`src/design/sm3_pkg.sv`:
```
`timescale 1ns / 1ps
// SM3 hash engine package: constants, round helper functions and the
// control/status types shared by the top level, the compression core and the checker.
package sm3_pkg;

   localparam int unsigned WORD_W      = 32;
   localparam int unsigned BLOCK_WORDS = 16;
   localparam int unsigned CV_WORDS    = 8;
   localparam int unsigned ROUNDS      = 64;
   localparam int unsigned BYTE_W      = 8;
   localparam int unsigned LEN_W       = 64;

   // Round constants; T_HIGH_ROT16 is T_HIGH already rotated for round 16
   localparam logic [31:0] T_LOW        = 32'h79cc4519;
   localparam logic [31:0] T_HIGH       = 32'h7a879d8a;
   localparam logic [31:0] T_HIGH_ROT16 = {T_HIGH[15:0], T_HIGH[31:16]};

   localparam logic [7:0] PAD_BYTE = 8'h80;

   // Byte position where the length field starts, and last byte of a block
   localparam logic [5:0] LEN_POS        = 6'd56;
   localparam logic [5:0] BLOCK_LAST_POS = 6'd63;

   localparam logic [2:0] MAX_WORD_BYTES = 3'd4;
   localparam logic [2:0] LAST_INDEX     = 3'd7;
   localparam logic [5:0] LAST_ROUND     = 6'd63;
   localparam logic [5:0] LAST_LOW_ROUND = 6'd15;

   localparam logic [31:0] SM3_IV [CV_WORDS] = '{
      32'h7380166F, 32'h4914B2B9, 32'h172442D7, 32'hDA8A0600,
      32'hA96F30BC, 32'h163138AA, 32'hE38DEE4D, 32'hB0FB0E4E
   };

   // Compression core handshake
   typedef struct packed {
      logic start;   // load block and chaining value, begin rounds
      logic clear;   // restore chaining value to the IV
   } cmp_ctrl_type;

   typedef struct packed {
      logic busy;
      logic done;    // high during the final round
   } cmp_status_type;

   // Rotate left by a constant amount (1..31)
   function automatic logic [31:0] rotl32(input logic [31:0] x, input int unsigned n);
      return (x << n) | (x >> (32 - n));
   endfunction

   function automatic logic [31:0] perm0(input logic [31:0] x);
      return x ^ rotl32(x, 9) ^ rotl32(x, 17);
   endfunction

   function automatic logic [31:0] perm1(input logic [31:0] x);
      return x ^ rotl32(x, 15) ^ rotl32(x, 23);
   endfunction

endpackage

```
`src/design/sm3_if.sv`:
```
`timescale 1ns / 1ps
// Valid/ready stream interfaces for message words in and digest words out.
// Depends on nothing.
interface sm3_req_if;
   logic        valid;
   logic        ready;
   logic [31:0] data_word;
   logic [2:0]  valid_bytes;
   logic        last_word;

   modport source (output valid, data_word, valid_bytes, last_word, input ready);
   modport sink   (input valid, data_word, valid_bytes, last_word, output ready);
endinterface

interface sm3_rsp_if;
   logic        valid;
   logic        ready;
   logic [31:0] digest_word;
   logic [2:0]  word_index;
   logic        digest_last;

   modport source (output valid, digest_word, word_index, digest_last, input ready);
   modport sink   (input valid, digest_word, word_index, digest_last, output ready);
endinterface

```
`src/design/sm3_hash_engine.sv`:
```
`timescale 1ns / 1ps
// A word is taken while the engine is idle, then its n valid bytes are packed one per
// cycle, pausing while a full block is compressed, and the engine then returns to ready.
// The compression core loads each full 64-byte block, then does one round per cycle
// for 64 rounds. A last word then adds the padding and length bytes, a step from the
// padding to the length field, one or two compressions, then eight digest transfers,
// one per cycle while rsp ready is high. One message word at a time.
// Synchronous active-high reset: IV loaded, byte and bit counts cleared, engine ready.
module sm3_hash_engine (
   input  logic           clock,
   input  logic           reset,
   sm3_req_if.sink        req_ch,
   sm3_rsp_if.source      rsp_ch
);

   typedef enum logic [5:0] {
      ST_IDLE = 6'b000001,
      ST_DATA = 6'b000010,
      ST_PAD  = 6'b000100,
      ST_LEN  = 6'b001000,
      ST_COMP = 6'b010000,
      ST_OUT  = 6'b100000
   } state_type;

   state_type   state_ff, state_in;
   state_type   ret_ff, ret_in;
   logic [31:0] word_ff, word_in;
   logic [2:0]  count_ff, count_in;
   logic        last_ff, last_in;
   logic        pad_first_ff, pad_first_in;
   logic [2:0]  len_cnt_ff, len_cnt_in;
   logic [5:0]  pos_ff, pos_in;
   logic [63:0] bitcnt_ff, bitcnt_in;
   logic [2:0]  out_idx_ff, out_idx_in;
   logic        go_ff, go_in;
   logic [31:0] buf_ff [sm3_pkg::BLOCK_WORDS];
   logic [31:0] buf_in [sm3_pkg::BLOCK_WORDS];

   logic                    push;
   logic [7:0]              push_byte;
   logic [2:0]              take_bytes;
   sm3_pkg::cmp_ctrl_type   cmp_ctrl;
   sm3_pkg::cmp_status_type cmp_status;
   logic [31:0]             cv [sm3_pkg::CV_WORDS];

   // Sequencer and byte packer
   always_comb begin
      state_in     = state_ff;
      ret_in       = ret_ff;
      word_in      = word_ff;
      count_in     = count_ff;
      last_in      = last_ff;
      pad_first_in = pad_first_ff;
      len_cnt_in   = len_cnt_ff;
      pos_in       = pos_ff;
      bitcnt_in    = bitcnt_ff;
      out_idx_in   = out_idx_ff;
      go_in        = 1'b0;
      buf_in       = buf_ff;
      push         = 1'b0;
      push_byte    = '0;
      cmp_ctrl.start = go_ff;
      cmp_ctrl.clear = 1'b0;
      take_bytes   = (req_ch.valid_bytes > sm3_pkg::MAX_WORD_BYTES) ? sm3_pkg::MAX_WORD_BYTES
                                                                     : req_ch.valid_bytes;

      case (state_ff)
         ST_IDLE: begin
            if (req_ch.valid) begin
               word_in      = req_ch.data_word;
               count_in     = take_bytes;
               last_in      = req_ch.last_word;
               pad_first_in = 1'b1;
               bitcnt_in    = bitcnt_ff + {58'd0, take_bytes, 3'd0};
               state_in     = ST_DATA;
            end
         end
         ST_DATA: begin
            if (count_ff == 3'd0) begin
               state_in = last_ff ? ST_PAD : ST_IDLE;
            end else begin
               push      = 1'b1;
               push_byte = word_ff[31:24];
               word_in   = {word_ff[23:0], 8'h00};
               count_in  = count_ff - 3'd1;
               ret_in    = ST_DATA;
            end
         end
         ST_PAD: begin
            // 0x80 first, then zeros up to the length field
            if (!pad_first_ff && (pos_ff == sm3_pkg::LEN_POS)) begin
               len_cnt_in = '0;
               state_in   = ST_LEN;
            end else begin
               push         = 1'b1;
               push_byte    = pad_first_ff ? sm3_pkg::PAD_BYTE : 8'h00;
               pad_first_in = 1'b0;
               ret_in       = ST_PAD;
            end
         end
         ST_LEN: begin
            // Bit count, most significant byte first
            push       = 1'b1;
            push_byte  = bitcnt_ff[63:56];
            bitcnt_in  = {bitcnt_ff[55:0], 8'h00};
            len_cnt_in = len_cnt_ff + 3'd1;
            ret_in     = (len_cnt_ff == sm3_pkg::LAST_INDEX) ? ST_OUT : ST_LEN;
         end
         ST_COMP: begin
            if (cmp_status.done) begin
               state_in = ret_ff;
            end
         end
         ST_OUT: begin
            if (rsp_ch.ready) begin
               out_idx_in = out_idx_ff + 3'd1;
               if (out_idx_ff == sm3_pkg::LAST_INDEX) begin
                  pos_in         = '0;
                  bitcnt_in      = '0;
                  cmp_ctrl.clear = 1'b1;
                  state_in       = ST_IDLE;
               end
            end
         end
         default: begin
            state_in = ST_IDLE;
         end
      endcase

      // Byte write into the block buffer; a full block starts compression
      if (push) begin
         case (pos_ff[1:0])
            2'd0:    buf_in[pos_ff[5:2]]        = {push_byte, 24'h000000};
            2'd1:    buf_in[pos_ff[5:2]][23:16] = push_byte;
            2'd2:    buf_in[pos_ff[5:2]][15:8]  = push_byte;
            default: buf_in[pos_ff[5:2]][7:0]   = push_byte;
         endcase
         pos_in = pos_ff + 6'd1;
         if (pos_ff == sm3_pkg::BLOCK_LAST_POS) begin
            go_in    = 1'b1;
            state_in = ST_COMP;
         end
      end
   end

   always_ff @(posedge clock) begin
      if (reset) begin
         state_ff   <= ST_IDLE;
         pos_ff     <= '0;
         bitcnt_ff  <= '0;
         out_idx_ff <= '0;
         go_ff      <= 1'b0;
      end else begin
         state_ff   <= state_in;
         pos_ff     <= pos_in;
         bitcnt_ff  <= bitcnt_in;
         out_idx_ff <= out_idx_in;
         go_ff      <= go_in;
      end
      ret_ff       <= ret_in;
      word_ff      <= word_in;
      count_ff     <= count_in;
      last_ff      <= last_in;
      pad_first_ff <= pad_first_in;
      len_cnt_ff   <= len_cnt_in;
      buf_ff       <= buf_in;
   end

   sm3_compress u_compress (
      .clock  (clock),
      .reset  (reset),
      .ctrl   (cmp_ctrl),
      .block  (buf_ff),
      .status (cmp_status),
      .cv     (cv)
   );

   // Channel outputs
   assign req_ch.ready       = (state_ff == ST_IDLE);
   assign rsp_ch.valid       = (state_ff == ST_OUT);
   assign rsp_ch.digest_word = cv[out_idx_ff];
   assign rsp_ch.word_index  = out_idx_ff;
   assign rsp_ch.digest_last = (out_idx_ff == sm3_pkg::LAST_INDEX);

endmodule

```
`src/design/sm3_compress.sv`:
```
`timescale 1ns / 1ps
// SM3 compression core: one round per cycle on a shared round datapath,
// 16-word expansion shift line and the chaining value. Depends on sm3_pkg.
module sm3_compress (
   input  logic                   clock,
   input  logic                   reset,
   input  sm3_pkg::cmp_ctrl_type  ctrl,
   input  logic [31:0]            block [sm3_pkg::BLOCK_WORDS],
   output sm3_pkg::cmp_status_type status,
   output logic [31:0]            cv    [sm3_pkg::CV_WORDS]
);

   logic        busy_ff, busy_in;
   logic [5:0]  rnd_ff, rnd_in;
   logic [31:0] t_ff, t_in;
   logic [31:0] w_ff  [sm3_pkg::BLOCK_WORDS];
   logic [31:0] w_in  [sm3_pkg::BLOCK_WORDS];
   logic [31:0] r_ff  [sm3_pkg::CV_WORDS];
   logic [31:0] r_in  [sm3_pkg::CV_WORDS];
   logic [31:0] cv_ff [sm3_pkg::CV_WORDS];
   logic [31:0] cv_in [sm3_pkg::CV_WORDS];

   logic [31:0] a12, ss1, ss2, fcomb, gcomb, tt1, tt2, w_new;
   logic        low_rounds;
   logic        last_round;

   // Round datapath, registers A..H are r_ff[0..7], window holds W[j..j+15]
   always_comb begin
      low_rounds = (rnd_ff <= sm3_pkg::LAST_LOW_ROUND);
      last_round = busy_ff && (rnd_ff == sm3_pkg::LAST_ROUND);
      a12 = sm3_pkg::rotl32(r_ff[0], 12);
      ss1 = sm3_pkg::rotl32(a12 + r_ff[4] + t_ff, 7);
      ss2 = ss1 ^ a12;
      if (low_rounds) begin
         fcomb = r_ff[0] ^ r_ff[1] ^ r_ff[2];
         gcomb = r_ff[4] ^ r_ff[5] ^ r_ff[6];
      end else begin
         fcomb = (r_ff[0] & r_ff[1]) | (r_ff[0] & r_ff[2]) | (r_ff[1] & r_ff[2]);
         gcomb = (r_ff[4] & r_ff[5]) | (~r_ff[4] & r_ff[6]);
      end
      tt1 = fcomb + r_ff[3] + ss2 + (w_ff[0] ^ w_ff[4]);
      tt2 = gcomb + r_ff[7] + ss1 + w_ff[0];
      // W[j+16] from taps of the window
      w_new = sm3_pkg::perm1(w_ff[0] ^ w_ff[7] ^ sm3_pkg::rotl32(w_ff[13], 15))
              ^ sm3_pkg::rotl32(w_ff[3], 7) ^ w_ff[10];
   end

   // Next-state logic
   always_comb begin
      busy_in = busy_ff;
      rnd_in  = rnd_ff;
      t_in    = t_ff;
      w_in    = w_ff;
      r_in    = r_ff;
      cv_in   = cv_ff;
      if (ctrl.clear) begin
         cv_in = sm3_pkg::SM3_IV;
      end
      if (ctrl.start) begin
         busy_in = 1'b1;
         rnd_in  = '0;
         t_in    = sm3_pkg::T_LOW;
         w_in    = block;
         r_in    = cv_ff;
      end else if (busy_ff) begin
         rnd_in = rnd_ff + 6'd1;
         t_in   = (rnd_ff == sm3_pkg::LAST_LOW_ROUND) ? sm3_pkg::T_HIGH_ROT16
                                                     : sm3_pkg::rotl32(t_ff, 1);
         for (int i = 0; i < sm3_pkg::BLOCK_WORDS - 1; i++) begin
            w_in[i] = w_ff[i + 1];
         end
         w_in[sm3_pkg::BLOCK_WORDS - 1] = w_new;
         r_in[0] = tt1;
         r_in[1] = r_ff[0];
         r_in[2] = sm3_pkg::rotl32(r_ff[1], 9);
         r_in[3] = r_ff[2];
         r_in[4] = sm3_pkg::perm0(tt2);
         r_in[5] = r_ff[4];
         r_in[6] = sm3_pkg::rotl32(r_ff[5], 19);
         r_in[7] = r_ff[6];
         // Feed-forward into the chaining value after the last round
         if (last_round) begin
            busy_in = 1'b0;
            for (int i = 0; i < sm3_pkg::CV_WORDS; i++) begin
               cv_in[i] = cv_ff[i] ^ r_in[i];
            end
         end
      end
   end

   always_ff @(posedge clock) begin
      if (reset) begin
         busy_ff <= 1'b0;
         cv_ff   <= sm3_pkg::SM3_IV;
      end else begin
         busy_ff <= busy_in;
         cv_ff   <= cv_in;
      end
      rnd_ff <= rnd_in;
      t_ff   <= t_in;
      w_ff   <= w_in;
      r_ff   <= r_in;
   end

   assign status.busy = busy_ff;
   assign status.done = last_round;
   assign cv          = cv_ff;

endmodule

```
`src/flat_wrapper.sv`:
```
// flat-port wrapper written by rule: the top's interface ports become plain ports
module sm3_hash_engine_flat 
  (clock, reset, req_ch_valid, req_ch_data_word, req_ch_valid_bytes, req_ch_last_word, req_ch_ready, rsp_ch_valid, rsp_ch_digest_word, rsp_ch_word_index, rsp_ch_digest_last, rsp_ch_ready);
  sm3_req_if req_ch_i ();
  sm3_rsp_if rsp_ch_i ();
  input  logic clock;
  input  logic reset;
  input wire logic [$bits(req_ch_i.valid)-1:0] req_ch_valid;
  input wire logic [$bits(req_ch_i.data_word)-1:0] req_ch_data_word;
  input wire logic [$bits(req_ch_i.valid_bytes)-1:0] req_ch_valid_bytes;
  input wire logic [$bits(req_ch_i.last_word)-1:0] req_ch_last_word;
  output wire logic [$bits(req_ch_i.ready)-1:0] req_ch_ready;
  output wire logic [$bits(rsp_ch_i.valid)-1:0] rsp_ch_valid;
  output wire logic [$bits(rsp_ch_i.digest_word)-1:0] rsp_ch_digest_word;
  output wire logic [$bits(rsp_ch_i.word_index)-1:0] rsp_ch_word_index;
  output wire logic [$bits(rsp_ch_i.digest_last)-1:0] rsp_ch_digest_last;
  input wire logic [$bits(rsp_ch_i.ready)-1:0] rsp_ch_ready;
  assign req_ch_i.valid = req_ch_valid;
  assign req_ch_i.data_word = req_ch_data_word;
  assign req_ch_i.valid_bytes = req_ch_valid_bytes;
  assign req_ch_i.last_word = req_ch_last_word;
  assign req_ch_ready = req_ch_i.ready;
  assign rsp_ch_valid = rsp_ch_i.valid;
  assign rsp_ch_digest_word = rsp_ch_i.digest_word;
  assign rsp_ch_word_index = rsp_ch_i.word_index;
  assign rsp_ch_digest_last = rsp_ch_i.digest_last;
  assign rsp_ch_i.ready = rsp_ch_ready;
  sm3_hash_engine u_core (.clock(clock), .reset(reset), .req_ch(req_ch_i), .rsp_ch(rsp_ch_i));
endmodule
```
`config.mk`:
```
export PLATFORM = sky130hd
export DESIGN_NAME = sm3_hash_engine_flat
export DESIGN_NICKNAME = d
export VERILOG_FILES = /design/src/design/sm3_pkg.sv /design/src/design/sm3_if.sv /design/src/design/sm3_hash_engine.sv /design/src/design/sm3_compress.sv /design/src/flat_wrapper.sv
export SDC_FILE = /design/constraint.sdc
export NUM_CORES = 2
export LEC_CHECK = 0
export BUFFER_PORTS_ARGS = -buffer_cell sky130_fd_sc_hd__clkbuf_2
export CORE_UTILIZATION = 27
export CTS_BUF_LIST = sky130_fd_sc_hd__clkbuf_4 sky130_fd_sc_hd__clkbuf_8
export CTS_CLUSTER_DIAMETER = 100
export DETAILED_ROUTE_END_ITERATION = 8
export GPL_TIMING_DRIVEN = 0
export PLACE_DENSITY = 0.43
export SETUP_SLACK_MARGIN = 0.15
export SLEW_MARGIN = 20
export SYNTH_ARGS = -nofsm -noshare
export SYNTH_HDL_FRONTEND = slang
export SYNTH_SLANG_ARGS = --single-unit
```
`constraint.sdc`:
```
create_clock -name clock -period 36.1 [get_ports clock]
set_input_delay 3.61 -clock clock [delete_from_list [all_inputs] [get_ports clock]]
set_output_delay 3.61 -clock clock [all_outputs]
set_load 0.05 [all_outputs]
```
# Yosys cells after proc, flatten, opt, wreduce, memory -nomap -nowiden
# Index checks and enable logic that the tools add are counted.
[op_classes]
n_mul = 0
order_cmp = 5
eq_ne = 20
n_addsub = 14
div_mod_pow = 0
n_shift = 0
reduce_logical = 24
muxes = 75
bitwise_logic = 45
[op_table]
columns = ["op", "count"]
rows = [
  ["$bwmux 512", 4],
  ["$mux 256", 6],
  ["$pmux 512 s3", 1],
  ["$mux 512", 2],
  ["$xor 32x32->32", 22],
  ["$demux 32 s4", 4],
  ["$add 32x32->32", 8],
  ["$mux 32", 8],
  ["$mux 64", 3],
  ["$pmux 64 s3", 1],
  ["$and 32x32->32", 5],
  ["$bmux 32 s3", 1],
  ["$or 32x32->32", 3],
  ["$mux 6", 15],
  ["$add 64x6->64", 1],
  ["$or 32x15->32", 2],
  ["$or 32x7->32", 2],
  ["$or 32x9->32", 2],
  ["$pmux 32 s2", 1],
  ["$pmux 6 s6", 1],
  ["$mux 8", 4],
  ["$not 32->32", 1],
  ["$or 32x1->32", 1],
  ["$or 32x12->32", 1],
  ["44 further kinds", 84],
]
[totals]
latchBits = 0
ramBits = 0
input_bits = 40
ff_bits = 1701
rom_bits = 0
wordCells = 245
memories = 0
output_inout_bits = 38

# Logic depth before layout (Yosys ltp)
[logic_depth]
word_depth = 14
depth_mapped = 30
depth_no_buf = 30

# Cells and area by module
# A second synthesis with hierarchy kept.
[unflattened]
hier_cells = 7853
area_unflattened_um2 = 91564.1
[by_module_without_submodules]
columns = ["module", "instances", "area_per_inst_um2", "seq_area_each_um2", "cells_each"]
rows = [
  ["sm3_compress", 1, 57066.0, 28967.8, 4774],
  ["sm3_hash_engine", 1, 34498.1, 18237.5, 3079],
]

# Worst setup path before layout
# No wires, ideal clock.
[synth_path]
path_type = "register to register"
startpoint = "register u_core.u_compress.busy_ff"
endpoint = "register u_core.u_compress.t_ff[1]"
t_arrival_ps = 22195
setup_ps = 1015
synth_period_minus_slack_ps = 23209
slack_ps = 12891
n_path_buf = 2
path_stages_with_launch = 6
t_required_ps = 35085
cell_sequence = "dfxtp_1 -> clkbuf_1 -> nor2_1 -> clkinv_1 -> clkbuf_1 -> o21ai_0"
[synth_lines]
columns = ["element", "line", "text"]
rows = [
  ["from (decl)", "sm3_compress.sv:13", "logic busy_ff, busy_in;"],
  ["from (signal assigned)", "sm3_compress.sv:96", "busy_ff <= busy_in;"],
  ["to (signal assigned)", "sm3_compress.sv:100", "t_ff <= t_in;"],
  ["to (decl)", "sm3_compress.sv:15", "logic [31:0] t_ff, t_in;"],
]

# Worst setup path in the final report
[layout_path]
startpoint = "register u_core.u_compress.r_ff[245] in the netlist's numbering"
endpoint = "register u_core.u_compress.cv_ff, in the netlist u_core.u_compress.cv[123]"
[layout_between]
elab_chain_cells = 13
word_cells_on_any_way = 14
classes_between = "add/sub: 4; mux: 3; bitwise: 7"
[layout_rtl]
columns = ["element", "line", "text"]
rows = [
  ["from (decl)", "sm3_compress.sv:18", "logic [31:0] r_ff [sm3_pkg::CV_WORDS];"],
  ["from (signal assigned)", "sm3_compress.sv:102", "r_ff <= r_in;"],
  ["$or 32x12->32 (*)", "sm3_pkg.sv:47", "return (x << n) | (x >> (32 - n));"],
  ["$add 32x32->32 (*) (2 in a row)", "sm3_compress.sv:32", "ss1 = sm3_pkg::rotl32(a12 + r_ff[4] + t_ff, 7);"],
  ["$or 32x7->32 (*)", "sm3_pkg.sv:47", ""],
  ["$add 32x32->32 (*) (2 in a row)", "sm3_compress.sv:42", "tt2 = gcomb + r_ff[7] + ss1 + w_ff[0];"],
  ["$or 32x9->32", "sm3_pkg.sv:47", ""],
  ["$xor 32x32->32", "sm3_pkg.sv:51", "return x ^ rotl32(x, 9) ^ rotl32(x, 17);"],
  ["$xor 32x32->32 (*)", "sm3_pkg.sv:51", ""],
  ["$xor 32x32->32 (*)", "sm3_compress.sv:85", "cv_in[i] = cv_ff[i] ^ r_in[i];"],
  ["$mux 256 (*)", "sm3_compress.sv:82", "if (last_round) begin"],
  ["$mux 256 (*)", "sm3_compress.sv:65", "end else if (busy_ff) begin"],
  ["$mux 256 (*)", "sm3_compress.sv:59", "if (ctrl.start) begin"],
  ["to (signal assigned)", "sm3_compress.sv:94", "cv_ff <= sm3_pkg::SM3_IV;"],
  ["to (signal assigned)", "sm3_compress.sv:97", "cv_ff <= cv_in;"],
  ["to (decl)", "sm3_compress.sv:20", "logic [31:0] cv_ff [sm3_pkg::CV_WORDS];"],
]
# Every way passes the cells marked *; elsewhere a longest branch is shown, timed or not.
# A chain may end at the register's enable or synchronous reset.

==> flow_summary.yaml <==
cts:
  clock_latency_ns: 1.02
  post-cts-setup-buffers: 0
  htreeDepth: 5
  cts_hold_buf: 0
  root_buffer: "clkbuf_8"
  cts_sinks: 1696
  cts_tree: "built"
  cts_buffers: 312
  cts.clk_slew.worst_paths_ns: 0.06
  cts_resized: 0
  clockBufferDepth: 4
power:
  ir_worst_vdd_v: 0.0000634
  pwr-share-seq: 0.403
  power_density_mw_per_mm2: 53.3
  power.static_leakage_uw: 0.0362
  p_sw_uw: 1760
  pwr-share-comb: 0.247
  p_int_uw: 3700
  p_clk_frac: 0.350
  switching_share: 0.323
final_layout:
  drive_gt1_frac: 0.192
  mostFrequentLayoutCells: "edfxtp_1, nand2_1, mux2_2"
  fin_nets: 8266
  syn_to_final_growth_pct: 15.3
  final_common_cell: "edfxtp_1"
routing:
  route.met3.wl_mm: 29.4
  wl_met2_mm: 184
  dr.pass1.iters: 6
  route.final.wire_length_mm: 407
  ant_nets: 0
  top_layer: "met5"
  post_drt_wl_per_cell_um: 32.5
  viasPerCell: 5.26
  drtIter0Drc: 7497
  num_vias: 65800
  wirelength_met1_mm: 172
  drc_errors: 0
timing:
  fin_crit_sh: 0.266
  period_needed_ns: 9.60
  finClkSkew_ns: 0.0800
  maxSlewHeadroom: 0.112
  worstMarginPinSlew_ns: 1.33
  clock.fmax_ghz: 0.104
  setup_viol: 0
  fin_tns_setup_ns: 0
  whs_ns: 0.487
  hold_viol_final: 0
  slew_violations: 0
  rsz0062_at_grt: "false"
floorplan:
  die_x_um: 576
  io_pins: 78
  coreArea_mm2: 0.327
  start_util: 0.271
  die_area_mm2: 0.331
  rows: 210
  die_y_um: 576
logic_synthesis:
  ys_seq_area_frac: 0.531
  synth_flop_cell: "edfxtp_1"
  ys_ff_latch: 1696
  ys_types: 82
  synth_edf_count: 1324
  synth_area_per_cell_um2: 11.9
  syn_inst: 7471
  syn-num-nets: 7806
  yosys_warnings: 0
  syn_area_mm2: 0.0888
  async_flop_share: 0
worst_setup_path:
  critical_path_class: "reg -> reg"
  crit_arrival_ns: 10.50
  timing.rr.start: "u_core.u_compress.r_ff[245]$_DFFE_PP_"
  critPathLaunch: "u_core.u_compress.r_ff[245]$_DFFE_PP_"
  endpoint_kind: "flop"
  start_kind: "flop"
  max_stage_delay_ns: 0.68
  path_common_cell: "fa_1"
  critical_path_required_ns: 37.00
  crit_slowest_cell: "xor3_1"
  critPathMaxFanout: 4
place:
  place_congestion: 0.955
  portBuffers: 77
  hpwl_mm: 313
global_routing:
  grt.overflow.total: 0
  grt_pass1_vias: 63000
  grt_usage: 0.240
  grt_max_degree: 52
  antenna_found_initial: 35
  grt_pass1_wl_mm: 546
run:
  drv_cap: 0
worst_hold_path:
  worstHoldPathType: "reg -> reg"
  hp-start: "u_core.u_compress.t_ff[2]$_SDFFE_PP0P_"
outcome:
  status: "finished clean"
## state kept, by name, summed over array words and instances (netlist names)
| name | flops |
|---|---|
| u_core.buf_ff | 512 |
| u_core.u_compress.w_ff | 512 |
| u_core.u_compress.cv | 256 |
| u_core.u_compress.r_ff | 256 |
| u_core.bitcnt_ff | 61 |
| u_core.u_compress.t_ff | 32 |
| u_core.word_ff | 32 |
| u_core.pos_ff | 6 |
| u_core.state_ff | 6 |
| u_core.u_compress.rnd_ff | 6 |
| u_core.ret_ff | 4 |
| u_core.count_ff | 3 |
| u_core.len_cnt_ff | 3 |
| u_core.rsp_ch.word_index | 3 |
| u_core.go_ff | 1 |
| u_core.last_ff | 1 |
| u_core.pad_first_ff | 1 |
| u_core.u_compress.busy_ff | 1 |
## layer usage
metal	GRT usage	up-vias
met5	0.00201	-
met3	0.0401	684
li1	-	28100
met1	0.319	33900
met2	0.378	3117
met4	0.113	7
## worst max-delay path: cells and delay by family, from the launching register on
family,cells,cell delay [ns]
adders and majority gates,6,2.59
buffers and inverters,2,0.22
DFF,1,0.54
and+or+nand+nor,6,1.84
xor gates and xnor gates,3,1.86
AOI/OAI and AO/OA,11,2.46
## final cells by class
cell class	instances	area (um2)
sequential	1696	47200
multi-input combinational	5148	39300
tap	4346	5440
clock inverter	104	603
timing repair buffer	146	1870
buffer	416	1680
clock buffer	445	5510
inverter	211	792
fill	33400	225000
antenna	8	20.0
## kinds of logic after synthesis
logic type               synth area share
adder cells (fa/ha/maj)            0.0575
flip-flops                          0.531
AO/OA/AOI/OAI                       0.112
multiplexers                        0.116
AND/OR/NAND/NOR                    0.0904
buffers and inverters              0.0266
XOR/XNOR                           0.0663
## synthesized netlist by cell type (all sizes together) (18+ instances only)
master / n / share of area
o21bai: 20 / 0.0017
a221oi: 26 / 0.0028
and2: 26 / 0.0019
a21oi: 222 / 0.013
edfxtp: 1324 / 0.45
buf: 46 / 0.0020
mux4: 64 / 0.016
nand4: 18 / 0.0013
nor3: 78 / 0.0044
mux2i: 58 / 0.0065
xor2: 276 / 0.027
a211oi: 22 / 0.0022
nand3: 110 / 0.0063
a22o: 396 / 0.039
nand2: 1052 / 0.044
clkbuf: 370 / 0.016
nor2b: 18 / 0.0013
mux2: 737 / 0.093
or3: 33 / 0.0023
fa: 189 / 0.043
ha: 106 / 0.015
a31oi: 27 / 0.0019
nor2: 441 / 0.019
a21o: 217 / 0.018
nand2b: 33 / 0.0023
xnor2: 367 / 0.036
a22oi: 18 / 0.0015
dfxtp: 372 / 0.084
o21ai: 378 / 0.021
inv: 209 / 0.0088
and3: 56 / 0.0039
## worst paths after layout
check	end	slack, ns	cells past startpoint
min reg2reg	u_core.u_compress.t_ff[2]$_SDFFE_PP0P_	0.49	2
min	u_core.u_compress.t_ff[2]$_SDFFE_PP0P_	0.49	2
max reg2reg	u_core.u_compress.cv[123]$_SDFF_PP1_	26.50	28
max	u_core.u_compress.cv[123]$_SDFF_PP1_	26.50	28
## power by group through the flow
stage / Sequential [uW] / Combinational [uW] / Clock (uW)
final: 2200 / 1350 / 1910
after global routing: 2200 / 1440 / 2010
after CTS: 2200 / 1330 / 1940
after floorplan: 2240 / 894 / 0
after global placement: 2260 / 1290 / 0
after detailed placement: 2240 / 1320 / 0
## through the flow
step           power (uW)  utilization  area [um2]  worst slack [ns]  std cells
3_3_place_gp         3550        0.289       94600             -3.80      11900
2_1_floorplan        3140            -       88800             12.89       7471
6_report             5460        0.313      102000             26.50      12500
3_5_place_dp         3560        0.294       96300             26.66      12000
5_1_grt              5660        0.313      102000             26.35      12500
4_1_cts              5470        0.313      102000             26.56      12500
Power figures use the tool's default switching activity.
